[config.mk]
export PLATFORM = sky130hd
export DESIGN_NAME = van_pulse_to_byte_deframer_flat
export DESIGN_NICKNAME = d
export VERILOG_FILES = /design/src/hdl/vpbd_pkg.sv /design/src/hdl/vpbd_if.sv /design/src/hdl/van_pulse_to_byte_deframer.sv /design/src/flat_wrapper.sv
export SDC_FILE = /design/constraint.sdc
export NUM_CORES = 1
export LEC_CHECK = 0
export BUFFER_PORTS_ARGS = -buffer_cell sky130_fd_sc_hd__buf_2
export CORE_ASPECT_RATIO = 1.5
export CORE_MARGIN = 2
export CORE_UTILIZATION = 33
export DETAILED_ROUTE_END_ITERATION = 7
export SLEW_MARGIN = 30
export SYNTH_ARGS = -nofsm -noshare
export SYNTH_HDL_FRONTEND = slang
export SYNTH_SLANG_ARGS = --single-unit
[constraint.sdc]
create_clock -name clk_i -period 4 [get_ports clk_i]
set_input_delay 1.2 -clock clk_i [delete_from_list [all_inputs] [get_ports clk_i]]
set_output_delay 1.2 -clock clk_i [all_outputs]
set_load 0.01 [all_outputs]
[src/hdl/vpbd_pkg.sv]
// ----------------------------------------------------------------------------
// vpbd_pkg: shared definitions of the VAN pulse-to-byte deframer
// Constants, register indexes, the sequencer state type and the result type.
// ----------------------------------------------------------------------------
`default_nettype none

package vpbd_pkg;

  localparam int unsigned MaxFrameBytes = 32;
  localparam int unsigned CountW        = 6;
  localparam int unsigned IndexW        = 5;
  localparam int unsigned DurW          = 8;
  localparam int unsigned CfgIdxW       = 1;
  localparam int unsigned CfgDataW      = 8;

  localparam logic [3:0] ManchesterPos = 4'd4;
  localparam logic [3:0] EndOfGroupPos = 4'd9;
  localparam logic [3:0] BitsPerByte   = 4'd8;
  // With fewer remaining slices than this, no further byte can complete.
  localparam logic [DurW-1:0] GroupLen = 8'd10;

  localparam logic [CountW-1:0] MaxCount = CountW'(MaxFrameBytes);
  localparam logic [IndexW-1:0] SatIndex = IndexW'(MaxFrameBytes - 1);

  localparam logic [CfgIdxW-1:0] RegLineInverted = 1'd0;
  localparam logic [CfgIdxW-1:0] RegSliceLength  = 1'd1;

  localparam logic OpStartOfFrame = 1'b0;
  localparam logic OpPulse        = 1'b1;

  typedef enum logic [3:0] {
    StIdle  = 4'b0001,
    StDiv   = 4'b0010,
    StRound = 4'b0100,
    StSlice = 4'b1000
  } state_e;

  typedef struct packed {
    logic [7:0]        data_byte;
    logic [IndexW-1:0] byte_index;
    logic              overflow;
    logic              last_of_run;
  } result_t;

endpackage

`default_nettype wire

[src/hdl/vpbd_if.sv]
// ----------------------------------------------------------------------------
// vpbd_in_if / vpbd_out_if: valid/ready channels of the deframer
// The pulse channel carries opcode, level and duration; the byte channel
// carries one assembled byte with its frame position and flags.
// ----------------------------------------------------------------------------
`default_nettype none

interface vpbd_in_if;
  logic       valid;
  logic       ready;
  logic       opcode;
  logic       level;
  logic [7:0] duration;

  modport source (output valid, output opcode, output level, output duration, input ready);
  modport sink   (input valid, input opcode, input level, input duration, output ready);
endinterface

interface vpbd_out_if;
  logic       valid;
  logic       ready;
  logic [7:0] data_byte;
  logic [4:0] byte_index;
  logic       overflow;
  logic       last_of_run;

  modport source (output valid, output data_byte, output byte_index, output overflow,
                  output last_of_run, input ready);
  modport sink   (input valid, input data_byte, input byte_index, input overflow,
                  input last_of_run, output ready);
endinterface

`default_nettype wire

[src/hdl/van_pulse_to_byte_deframer.sv]
// ----------------------------------------------------------------------------
// van_pulse_to_byte_deframer: VAN bus pulse-to-byte deframer
// Turns measured line pulses into frame bytes (enhanced Manchester, no CRC).
// ----------------------------------------------------------------------------
// Usage:
//   in_i carries one transaction per pulse capture: opcode (start of frame or
//   pulse), line level and duration in ticks. A start-of-frame transaction
//   clears the frame state in the cycle it is taken and keeps in_i ready.
//   out_o carries one transaction per completed byte; last_of_run marks the
//   last byte that a pulse produced.
//   A pulse first passes a shift/subtract unit that divides the duration
//   by the slice length; the quotient is then rounded, the slice loop takes
//   one time slice of the pulse per cycle (n slices, up to 255) unless it
//   waits at a byte boundary, and the sequencer returns to idle. in_i is not
//   ready meanwhile. A byte is registered for out_o at its end-of-group slice.
//   Results sit in an output register; when the receiver stalls with a byte
//   still held, the slice loop waits at the next byte boundary.
//   Reset clears the frame state, sets line_inverted to 0 and slice_length
//   to 8, and empties the output register. Configuration writes use
//   cfg_we_i, cfg_idx_i and cfg_data_i and are taken in any cycle.
// ----------------------------------------------------------------------------
`default_nettype none

module van_pulse_to_byte_deframer (
  input  wire logic                          clk_i,
  input  wire logic                          rst_ni,
  input  wire logic                          cfg_we_i,
  input  wire logic [vpbd_pkg::CfgIdxW-1:0]  cfg_idx_i,
  input  wire logic [vpbd_pkg::CfgDataW-1:0] cfg_data_i,
  vpbd_in_if.sink                            in_i,
  vpbd_out_if.source                         out_o
);
  import vpbd_pkg::*;

  logic            line_inv_q;
  logic [7:0]      slice_len_q;

  state_e          state_q, state_d;
  logic [2:0]      step_q, step_d;
  logic [7:0]      rem_q, rem_d;
  logic [7:0]      quo_q, quo_d;
  logic [7:0]      dur_q, dur_d;
  logic            lvl_q, lvl_d;
  logic [7:0]      cnt_q, cnt_d;

  logic [3:0]      bitpos_q, bitpos_d;
  logic [7:0]      acc_q, acc_d;
  logic [3:0]      placed_q, placed_d;
  logic [CountW-1:0] fbc_q, fbc_d;

  logic            out_valid_q, out_valid_d;
  result_t         out_q, out_d;

  // Shift/subtract unit of the divider.
  logic [8:0] trial;
  logic       trial_ge;
  logic [8:0] trial_diff;

  // Rounding.
  logic       round_up;
  logic [8:0] round_sum;

  logic       out_free;
  logic       over;

  assign trial      = {rem_q, quo_q[7]};
  assign trial_ge   = trial >= {1'b0, slice_len_q};
  assign trial_diff = trial - {1'b0, slice_len_q};

  assign round_up  = rem_q > (slice_len_q >> 1);
  assign round_sum = {1'b0, dur_q} - {1'b0, rem_q} + {1'b0, slice_len_q};

  assign out_free = !out_valid_q || out_o.ready;
  assign over     = fbc_q >= MaxCount;

  assign in_i.ready = (state_q == StIdle);

  always_ff @(posedge clk_i or negedge rst_ni) begin
    if (!rst_ni) begin
      line_inv_q  <= 1'b0;
      slice_len_q <= 8'd8;
    end else if (cfg_we_i) begin
      unique case (cfg_idx_i)
        RegLineInverted: line_inv_q  <= cfg_data_i[0];
        RegSliceLength:  slice_len_q <= cfg_data_i;
        default: ;
      endcase
    end
  end

  always_comb begin
    state_d     = state_q;
    step_d      = step_q;
    rem_d       = rem_q;
    quo_d       = quo_q;
    dur_d       = dur_q;
    lvl_d       = lvl_q;
    cnt_d       = cnt_q;
    bitpos_d    = bitpos_q;
    acc_d       = acc_q;
    placed_d    = placed_q;
    fbc_d       = fbc_q;
    out_valid_d = out_valid_q && !out_o.ready;
    out_d       = out_q;

    unique case (state_q)
      StIdle: begin
        if (in_i.valid) begin
          if (in_i.opcode == OpStartOfFrame) begin
            bitpos_d = '0;
            acc_d    = '0;
            placed_d = '0;
            fbc_d    = '0;
          end else if (slice_len_q != 8'd0) begin
            state_d = StDiv;
            step_d  = '0;
            rem_d   = '0;
            quo_d   = in_i.duration;
            dur_d   = in_i.duration;
            lvl_d   = in_i.level ^ line_inv_q;
          end
        end
      end
      StDiv: begin
        // One quotient bit per cycle, restoring division.
        rem_d  = trial_ge ? trial_diff[7:0] : trial[7:0];
        quo_d  = {quo_q[6:0], trial_ge};
        step_d = step_q + 3'd1;
        if (step_q == 3'd7) begin
          state_d = StRound;
        end
      end
      StRound: begin
        // Rounding up past 255 wraps below one slice, which counts as zero.
        if (round_up) begin
          cnt_d = round_sum[8] ? 8'd0 : quo_q + 8'd1;
        end else begin
          cnt_d = quo_q;
        end
        state_d = StSlice;
      end
      StSlice: begin
        if (cnt_q == 8'd0) begin
          state_d = StIdle;
        end else if (bitpos_q == EndOfGroupPos) begin
          if (out_free) begin
            out_valid_d       = 1'b1;
            out_d.data_byte   = acc_q;
            out_d.byte_index  = over ? SatIndex : fbc_q[IndexW-1:0];
            out_d.overflow    = over;
            out_d.last_of_run = (cnt_q <= GroupLen);
            if (!over) begin
              fbc_d = fbc_q + CountW'(1);
            end
            bitpos_d = '0;
            placed_d = '0;
            acc_d    = '0;
            cnt_d    = cnt_q - 8'd1;
          end
        end else begin
          if (bitpos_q != ManchesterPos && placed_q < BitsPerByte) begin
            if (lvl_q) begin
              acc_d = acc_q | (8'h80 >> placed_q[2:0]);
            end
            placed_d = placed_q + 4'd1;
          end
          bitpos_d = bitpos_q + 4'd1;
          cnt_d    = cnt_q - 8'd1;
        end
      end
      default: state_d = StIdle;
    endcase
  end

  always_ff @(posedge clk_i or negedge rst_ni) begin
    if (!rst_ni) begin
      state_q     <= StIdle;
      step_q      <= '0;
      cnt_q       <= '0;
      bitpos_q    <= '0;
      acc_q       <= '0;
      placed_q    <= '0;
      fbc_q       <= '0;
      out_valid_q <= 1'b0;
    end else begin
      state_q     <= state_d;
      step_q      <= step_d;
      cnt_q       <= cnt_d;
      bitpos_q    <= bitpos_d;
      acc_q       <= acc_d;
      placed_q    <= placed_d;
      fbc_q       <= fbc_d;
      out_valid_q <= out_valid_d;
    end
  end

  always_ff @(posedge clk_i) begin
    rem_q <= rem_d;
    quo_q <= quo_d;
    dur_q <= dur_d;
    lvl_q <= lvl_d;
    out_q <= out_d;
  end

  assign out_o.valid       = out_valid_q;
  assign out_o.data_byte   = out_q.data_byte;
  assign out_o.byte_index  = out_q.byte_index;
  assign out_o.overflow    = out_q.overflow;
  assign out_o.last_of_run = out_q.last_of_run;

endmodule

`default_nettype wire

[src/flat_wrapper.sv]
// flat-port wrapper written by rule: the top's interface ports become plain ports
module van_pulse_to_byte_deframer_flat import vpbd_pkg::*;
  (clk_i, rst_ni, cfg_we_i, cfg_idx_i, cfg_data_i, in_i_valid, in_i_opcode, in_i_level, in_i_duration, in_i_ready, out_o_valid, out_o_data_byte, out_o_byte_index, out_o_overflow, out_o_last_of_run, out_o_ready);
  vpbd_in_if in_i_i ();
  vpbd_out_if out_o_i ();
  input  wire logic clk_i;
  input  wire logic rst_ni;
  input  wire logic cfg_we_i;
  input  wire logic [vpbd_pkg::CfgIdxW-1:0] cfg_idx_i;
  input  wire logic [vpbd_pkg::CfgDataW-1:0] cfg_data_i;
  input wire logic [$bits(in_i_i.valid)-1:0] in_i_valid;
  input wire logic [$bits(in_i_i.opcode)-1:0] in_i_opcode;
  input wire logic [$bits(in_i_i.level)-1:0] in_i_level;
  input wire logic [$bits(in_i_i.duration)-1:0] in_i_duration;
  output wire logic [$bits(in_i_i.ready)-1:0] in_i_ready;
  output wire logic [$bits(out_o_i.valid)-1:0] out_o_valid;
  output wire logic [$bits(out_o_i.data_byte)-1:0] out_o_data_byte;
  output wire logic [$bits(out_o_i.byte_index)-1:0] out_o_byte_index;
  output wire logic [$bits(out_o_i.overflow)-1:0] out_o_overflow;
  output wire logic [$bits(out_o_i.last_of_run)-1:0] out_o_last_of_run;
  input wire logic [$bits(out_o_i.ready)-1:0] out_o_ready;
  assign in_i_i.valid = in_i_valid;
  assign in_i_i.opcode = in_i_opcode;
  assign in_i_i.level = in_i_level;
  assign in_i_i.duration = in_i_duration;
  assign in_i_ready = in_i_i.ready;
  assign out_o_valid = out_o_i.valid;
  assign out_o_data_byte = out_o_i.data_byte;
  assign out_o_byte_index = out_o_i.byte_index;
  assign out_o_overflow = out_o_i.overflow;
  assign out_o_last_of_run = out_o_i.last_of_run;
  assign out_o_i.ready = out_o_ready;
  van_pulse_to_byte_deframer u_core (.clk_i(clk_i), .rst_ni(rst_ni), .cfg_we_i(cfg_we_i), .cfg_idx_i(cfg_idx_i), .cfg_data_i(cfg_data_i), .in_i(in_i_i), .out_o(out_o_i));
endmodule
==> results.md, run 1 <==
- Outcome: complete, no violations
- Most instantiated flip-flop cell in the synthesis netlist: dfrtp_1
- Number of setup violations in the final report: 0
- Number of standard cells in the layout, taps in and fillers out: 714
- Fin. max-slew vios: 0
- Max rail drop VDD: 280.7 µV
- Post-synthesis sequential element count: 87
- Clock tree from TritonCTS: done
- Drt first pass iters: 4
- Die width: ~100 µm
- Worst rel slew slack: 0.4872
- CTS Sinks: 87
- Synth area leader: edfxtp_1
- Sequential-to-total area share from yosys stat: 0.4864
- Area growth, synth to finish: 15.24%
- Critical path endpoint category: register
- Gate count of the mapped netlist: between 400 and 500
- Cell count after placement: 698
- Y dimension of the die: around 150 µm
- Clock insertion delay at the later pin of the skew report: 0.34 ns
- Wirelength, routed: 10340 µm
- Number of global-route vias before repair: 3637
- Clock root buffer: clkbuf_16
- Number of antenna violations at the first check in global routing: 0
- Number of design rule violations left after detail routing: 0
- Diode insertion count for antenna repair: 0
- Remaining Overflow, GRT: 0
- Fmax: 308.3 MHz
- Start-to-end type of the worst setup path: reg -> reg
- Netlist cell types: 60
- Netlist area before placement: 0.004892 mm²
- Top cells by area, synth: edfxtp_1 (25%), dfrtp_1 (23%), ha_1 (8.7%)
- Post-route minimum period: between 3 and 4 ns
- Overall via count from detail_route: 3574
- Top layer used by detailed routing: met4
- Post-layout net count: 579
- Fin crit share: 0.8108
- Launching element type of the critical path: register
- Routed metal-1 wire length: around 4300 µm
- Number of hold-repair buffers added at the cts stage: 0
- CTS max path bufs: 2
- Required arrival time at the worst endpoint: 4.23 ns
- Warnings from Yosys: 0
- Cell area after layout: 0.005638 mm²
- Initial detailed-routing violation count: 138
- Most numerous cell types in the synthesized netlist: nand2_1 (60), dfrtp_1 (45), edfxtp_1 (40), inv_1 (39), ha_1 (34)
- Layout cells sized above 1: 0.1834
- Number of rows in the core area: 54
- Synthesized area divided by synthesized cell count: 10.57 µm²
- Post-route ant nets: 0
- Via/cell ratio: 5.006
- Met3 wire length: about 380 µm
- Post-Place Cell Area: about 0.0054 mm²
- Total count of hold-check failures in the final report: 0
- Most used standard cell by instance count after synthesis: nand2_1
- Detailed placer's ending HPWL: 7931 µm
- Fin util: 0.3881
- Port bufs: 40
- PwrDens: 505.6 mW/mm²
- Global-route wire length before repair: between 15000 and 20000 µm
- Met2 WL: 5348 µm
- Clock slew at the register clock pins of the worst setup and hold paths: ~0.07 ns
- Pin count of the biggest net entering global routing: 48
- Number of buffers added for setup after CTS: 0
- EDFF count, synth: 40
- Worst min path class: reg -> reg
- PostCTS Resize Cnt: 0
- Portion of synthesized cell area occupied by the leading cell type: 0.2455
- Arrival time reported for the critical path endpoint: 3.47 ns
- Detailed-route wire length per cell: 14.48 µm
- H-tree lvl count: 3
- Final sum of negative setup slack: 0 ns
- Maximum net fanout on the critical path: 8
- Number of buffers inserted during clock tree synthesis: 9
- Floorplan Core Area: 0.01453 mm²
- Total Die Area: 0.01583 mm²
- Gr usage total: 0.1413
- Proportion of synthesized flip-flops having asynchronous set or reset: 0.5402
- Syn nets: between 500 and 600
- Worst Tran Pin Value: 0.7622 ns
- Max Cap Viol: 0
- RSZ-0062 raised after global routing: no
- LEAKAGE: 0.002479 µW
- Starting utilization of the core area: 0.3368
- Post-Route Skew: 0.009041 ns
- Placer Congestion: 0.8922
- Ports placed on the boundary: 41
final cells by class:
class / instances / area [µm²]
multi-input combinational: 329 / 2331
timing repair buffer: 47 / 255.2
clock buffer: 9 / 225.2
inverter: 39 / 146.4
clock inverter: 7 / 55.05
sequential: 87 / 2380
tap: 196 / 245.2
fill: 1441 / 8889
stage by stage:
stage | hold WS, ns | power (µW) | worst slack [ns]
floorplan | 0.4248 | 1823 | 1.048
global placement | 0.4358 | 2033 | 0.9087
detailed placement | 0.4386 | 2072 | 0.8173
CTS | 0.4550 | 2876 | 0.8037
global route | 0.4765 | 3059 | 0.5907
finish | 0.4490 | 2851 | 0.7567
layer usage:
| layer | vias up | GRT usage |
|---|---|---|
| met5 | - | 0 |
| met4 | 0 | 0.05326 |
| met3 | 25 | 0.02698 |
| met2 | 88 | 0.2439 |
| met1 | 1697 | 0.1703 |
| li1 | 1764 | - |
cell families after synthesis:
group / count (synthesis) / synth area share
xor gates and xnor gates: 8 / 0.01432
and+or+nand+nor: 167 / 0.1803
AOI/OAI and AO/OA: 96 / 0.1258
adders and majority gates: 42 / 0.1197
buffers and inverters: 47 / 0.03811
DFF: 87 / 0.4864
muxes: 16 / 0.03530
state kept, by name, indices dropped and copies added (netlist names):
name	count
u_core.out_o.data_byte	8
u_core.bitpos_q	4
u_core.out_o.valid	1
u_core.out_o.byte_index	5
u_core.cnt_q	8
u_core.step_q	3
u_core.state_q	4
u_core.quo_q	8
u_core.rem_q	8
u_core.fbc_q	6
u_core.slice_len_q	8
u_core.out_o.overflow	1
u_core.placed_q	4
u_core.lvl_q	1
u_core.dur_q	8
u_core.line_inv_q	1
u_core.acc_q	8
u_core.out_o.last_of_run	1
report_power, final:
group / total [µW] / switching, µW / internal [µW] / leakage (µW)
Sequential: 1180 / 103 / 1080 / 0.000999
Clock: 794 / 365 / 429 / 0.000143
Combinational: 875 / 523 / 352 / 0.00134
final timing paths:
kind / start / endpoint / slack, ns / cells past startpoint
max: u_core.slice_len_q[1] / u_core.cnt_q[1] / 0.76 / 10
min reg2reg: u_core.acc_q[1] / u_core.out_o.data_byte[1] / 0.45 / 0
min in group asynchronous: rst_ni / u_core.fbc_q[5] / 0.87 / 1
max reg2reg: u_core.slice_len_q[1] / u_core.cnt_q[1] / 0.76 / 10
max in group asynchronous: rst_ni / u_core.slice_len_q[0] / 2.71 / 1
min: u_core.acc_q[1] / u_core.out_o.data_byte[1] / 0.45 / 0
worst max-delay path, stage by stage, from the launching register on:
cell and delay [ns]:
dfrtp_1 0.44, inv_1 0.11, fa_1 0.49, inv_1 0.04
ha_1 0.28, and4b_1 0.20, o311a_1 0.34, o31ai_2 0.40
nand2_1 0.29, a221o_1 0.36, a22o_1 0.18
cells in the final DEF (no fill, tap or decap), types with 3 or more instances in the layout:
cell type / n
buf_2: 39
nand3b_1: 3
nand4b_1: 4
or3_1: 4
clkinv_2: 3
and2_1: 4
edfxtp_1: 40
a21o_1: 3
mux2_2: 10
ha_1: 34
nand2_1: 60
nor2_1: 29
dfrtp_1: 45
nand2b_1: 4
a21oi_1: 20
mux2i_1: 6
a211oi_1: 6
nor2b_1: 6
a31oi_1: 11
o22ai_1: 4
a22o_1: 3
buf_4: 8
inv_1: 39
or2_2: 6
nor3_1: 9
nor4_1: 3
nand3_1: 11
xor2_1: 6
nand4_1: 3
o31ai_1: 3
o21ai_0: 28
fa_1: 8
clkbuf_16: 9
a21boi_0: 4
and3_1: 4
No activity file was read; power rests on OpenSTA's default activity.
==> run 2, diff against run 1 <==
==> constraint.sdc (replaced) <==
create_clock -name clk_i -period 3.2 [get_ports clk_i]
set_input_delay 0.96 -clock clk_i [delete_from_list [all_inputs] [get_ports clk_i]]
set_output_delay 0.96 -clock clk_i [all_outputs]
set_load 0.01 [all_outputs]
==> results.md, run 2 (synthesized netlist as in run 1, its figures left out) <==
- Outcome: complete, no violations
- CTS Sinks: 87 (unchanged)
- Number of design rule violations left after detail routing: 0 (unchanged)
- Die width: 103.4 µm (unchanged)
- Worst rel slew slack: 0.4824 (-0.004738)
- Clock tree from TritonCTS: done
- Multi-input gate area: 0.002337 mm² (+0.27%)
- Number of stages on the worst hold path: 0 (unchanged)
- Detailed-route wire length per cell: 14.65 µm (+1.2%)
- Placer Congestion: 0.9002 (+0.90%)
- H-tree lvl count: 3 (unchanged)
- Critical R2R Launch: u_core.rem_q[1]
- Arrival time reported for the critical path endpoint: 3.23 ns (-0.24 ns)
- Detailed placer's ending HPWL: 8252 µm (+4.1%)
- Number of buffers inserted during clock tree synthesis: 9 (unchanged)
- Cell area after layout: 0.005728 mm² (+1.6%)
- Terminating pin of the worst hold path: u_core.out_o.data_byte[7]
- Y dimension of the die: 153.1 µm (unchanged)
- Total count of hold-check failures in the final report: 0 (unchanged)
- Clock insertion delay at the later pin of the skew report: 0.34 ns (about the same)
- Pin count of the biggest net entering global routing: 23 (-52%)
- Remaining Overflow, GRT: 0 (unchanged)
- Start-to-end type of the worst setup path: reg -> reg
- Cells along the critical path: fa_1 -> inv_1 -> ha_1 -> and4b_1 -> o311a_1 -> or4_4 -> a21boi_0 -> o21ai_0 -> a221oi_1
- RSZ-0062 raised after global routing: no
- Number of antenna violations at the first check in global routing: 0 (unchanged)
- PwrDens: 647.1 mW/mm² (+28%)
- LEAKAGE: 0.002521 µW (+1.7%)
- Fmax: 333.9 MHz (+8.3%)
- Post-layout net count: 586 (+1.2%)
- Fillers: 1437 (-0.28%)
- CTS max path bufs: 2 (unchanged)
- Layout cells sized above 1: 0.1981 (+0.01470)
- Post-route minimum period: 2.995 ns (-0.2483 ns)
- Number of rows in the core area: 54 (unchanged)
- Post-route ant nets: 0 (unchanged)
- Worst hold start: u_core.acc_q[7]
- Ports placed on the boundary: 41 (unchanged)
- Global-route wire length before repair: 17770 µm (+0.51%)
- Starting utilization of the core area: 0.3368 (unchanged)
- Overall via count from detail_route: 3596 (+0.62%)
- Number of setup violations in the final report: 0 (unchanged)
- Diode insertion count for antenna repair: 0 (unchanged)
- Number of buffers added for setup after CTS: 0 (unchanged)
- Fin. max-slew vios: 0 (unchanged)
- Max rail drop VDD: 341.4 µV (+22%)
- Area growth, synth to finish: 17.08%
- Final sum of negative setup slack: 0 ns (unchanged)
- Gr usage total: 0.1421 (+0.0008264)
- Worst Tran Pin Value: 0.7693 ns (+0.007042 ns)
- Startpoint of the most critical setup path: u_core.rem_q[1]
- Post-Place Cell Area: 0.005408 mm² (+0.93%)
- Maximum net fanout on the critical path: 7 (-1)
- PostCTS Resize Cnt: 0 (unchanged)
- Via/cell ratio: 4.988 (-0.36%)
- Register area: 0.002380 mm² (unchanged)
- Total chip power: 3707 µW (+30%)
- Post-Route Skew: 0.01206 ns (+0.003024 ns)
- Critical path endpoint category: register
- Drt first pass iters: 4 (unchanged)
- Wirelength, routed: 10570 µm (+2.2%)
- Slowest stage cell, crit path: fa_1
- Floorplan Core Area: 0.01453 mm² (unchanged)
- Clock slew at the register clock pins of the worst setup and hold paths: 0.07 ns (about the same)
- Worst hold slack: 0.4529 ns (+0.003839 ns)
- Most used cells in the layout excluding fill and tap cells: nand2_1 (59), dfrtp_1 (45), buf_2 (40), edfxtp_1 (40), inv_1 (39)
- Worst min path class: reg -> reg
- Worst reg2reg endpoint: u_core.cnt_q[6]
- Reg2Reg Depth: 9 (-1)
- Fin crit share: 0.9359 (+0.1251)
- Total Die Area: 0.01583 mm² (unchanged)
- Required arrival time at the worst endpoint: 3.43 ns (-0.80 ns)
- Number of global-route vias before repair: 3723 (+2.4%)
- Number of hold-repair buffers added at the cts stage: 0 (unchanged)
- Peak per-stage delay on the critical path: 0.53 ns (+0.04 ns)
- Initial detailed-routing violation count: 134 (-2.9%)
- Launching element type of the critical path: register
- Port bufs: 40 (unchanged)
- R2R setup slack: 0.20 ns (-0.55 ns)
- Max Cap Viol: 0 (unchanged)
- Clock root buffer: clkbuf_16
- Most common cell after layout, fill and taps aside: nand2_1
## run 2: metal layers
metal	GRT usage	wire length, µm	up-vias	share of wire
met2	0.2498	5537	83	0.52
met4	0.05827	252	0	0.024
met5	0	0	-	0
met3	0.02469	367	15	0.035
li1	-	-	1773	-
met1	0.1663	4408	1725	0.42
## run 2: critical path: cells and delay by family (launching register included)
family / cells / cell delay (ns)
AO/OA/AOI/OAI: 4 / 0.92
adder cells (fa/ha/maj): 2 / 0.80
AND/OR/NAND/NOR: 2 / 0.67
flip-flops: 1 / 0.44
buffers and inverters: 1 / 0.04
## run 2: final cells by class
type,count,share of cell area
multi-input combinational,329,0.4080
clock buffer,9,0.03932
timing repair buffer,54,0.05330
inverter,39,0.02556
clock inverter,7,0.01551
tap,196,0.04281
sequential,87,0.4155
## run 2: power by group
part	switching (µW)	internal (µW)	total, µW
logic	669	467	1140
clock network	480	624	1100
registers	121	1350	1470
total	1270	2440	3710
## run 2: worst max path at each step
| stage | end | depth (start not counted) |
|---|---|---|
| 3_3_place_gp | u_core.cnt_q[6] | 9 |
| 4_1_cts | u_core.cnt_q[6] | 9 |
| 5_1_grt | u_core.cnt_q[6] | 9 |
| 6_report | u_core.cnt_q[6] | 9 |
| 3_5_place_dp | u_core.cnt_q[6] | 9 |
| 2_1_floorplan | u_core.cnt_q[6] | 11 |
## run 2: through the flow
stage,setup slack (ns),utilization,instances
2_1_floorplan,0.2484,-,463
3_3_place_gp,0.1505,0.3723,705
3_5_place_dp,0.05332,0.3723,705
4_1_cts,0.02623,0.3939,721
5_1_grt,0.08875,0.3943,721
6_report,0.2050,0.3943,721
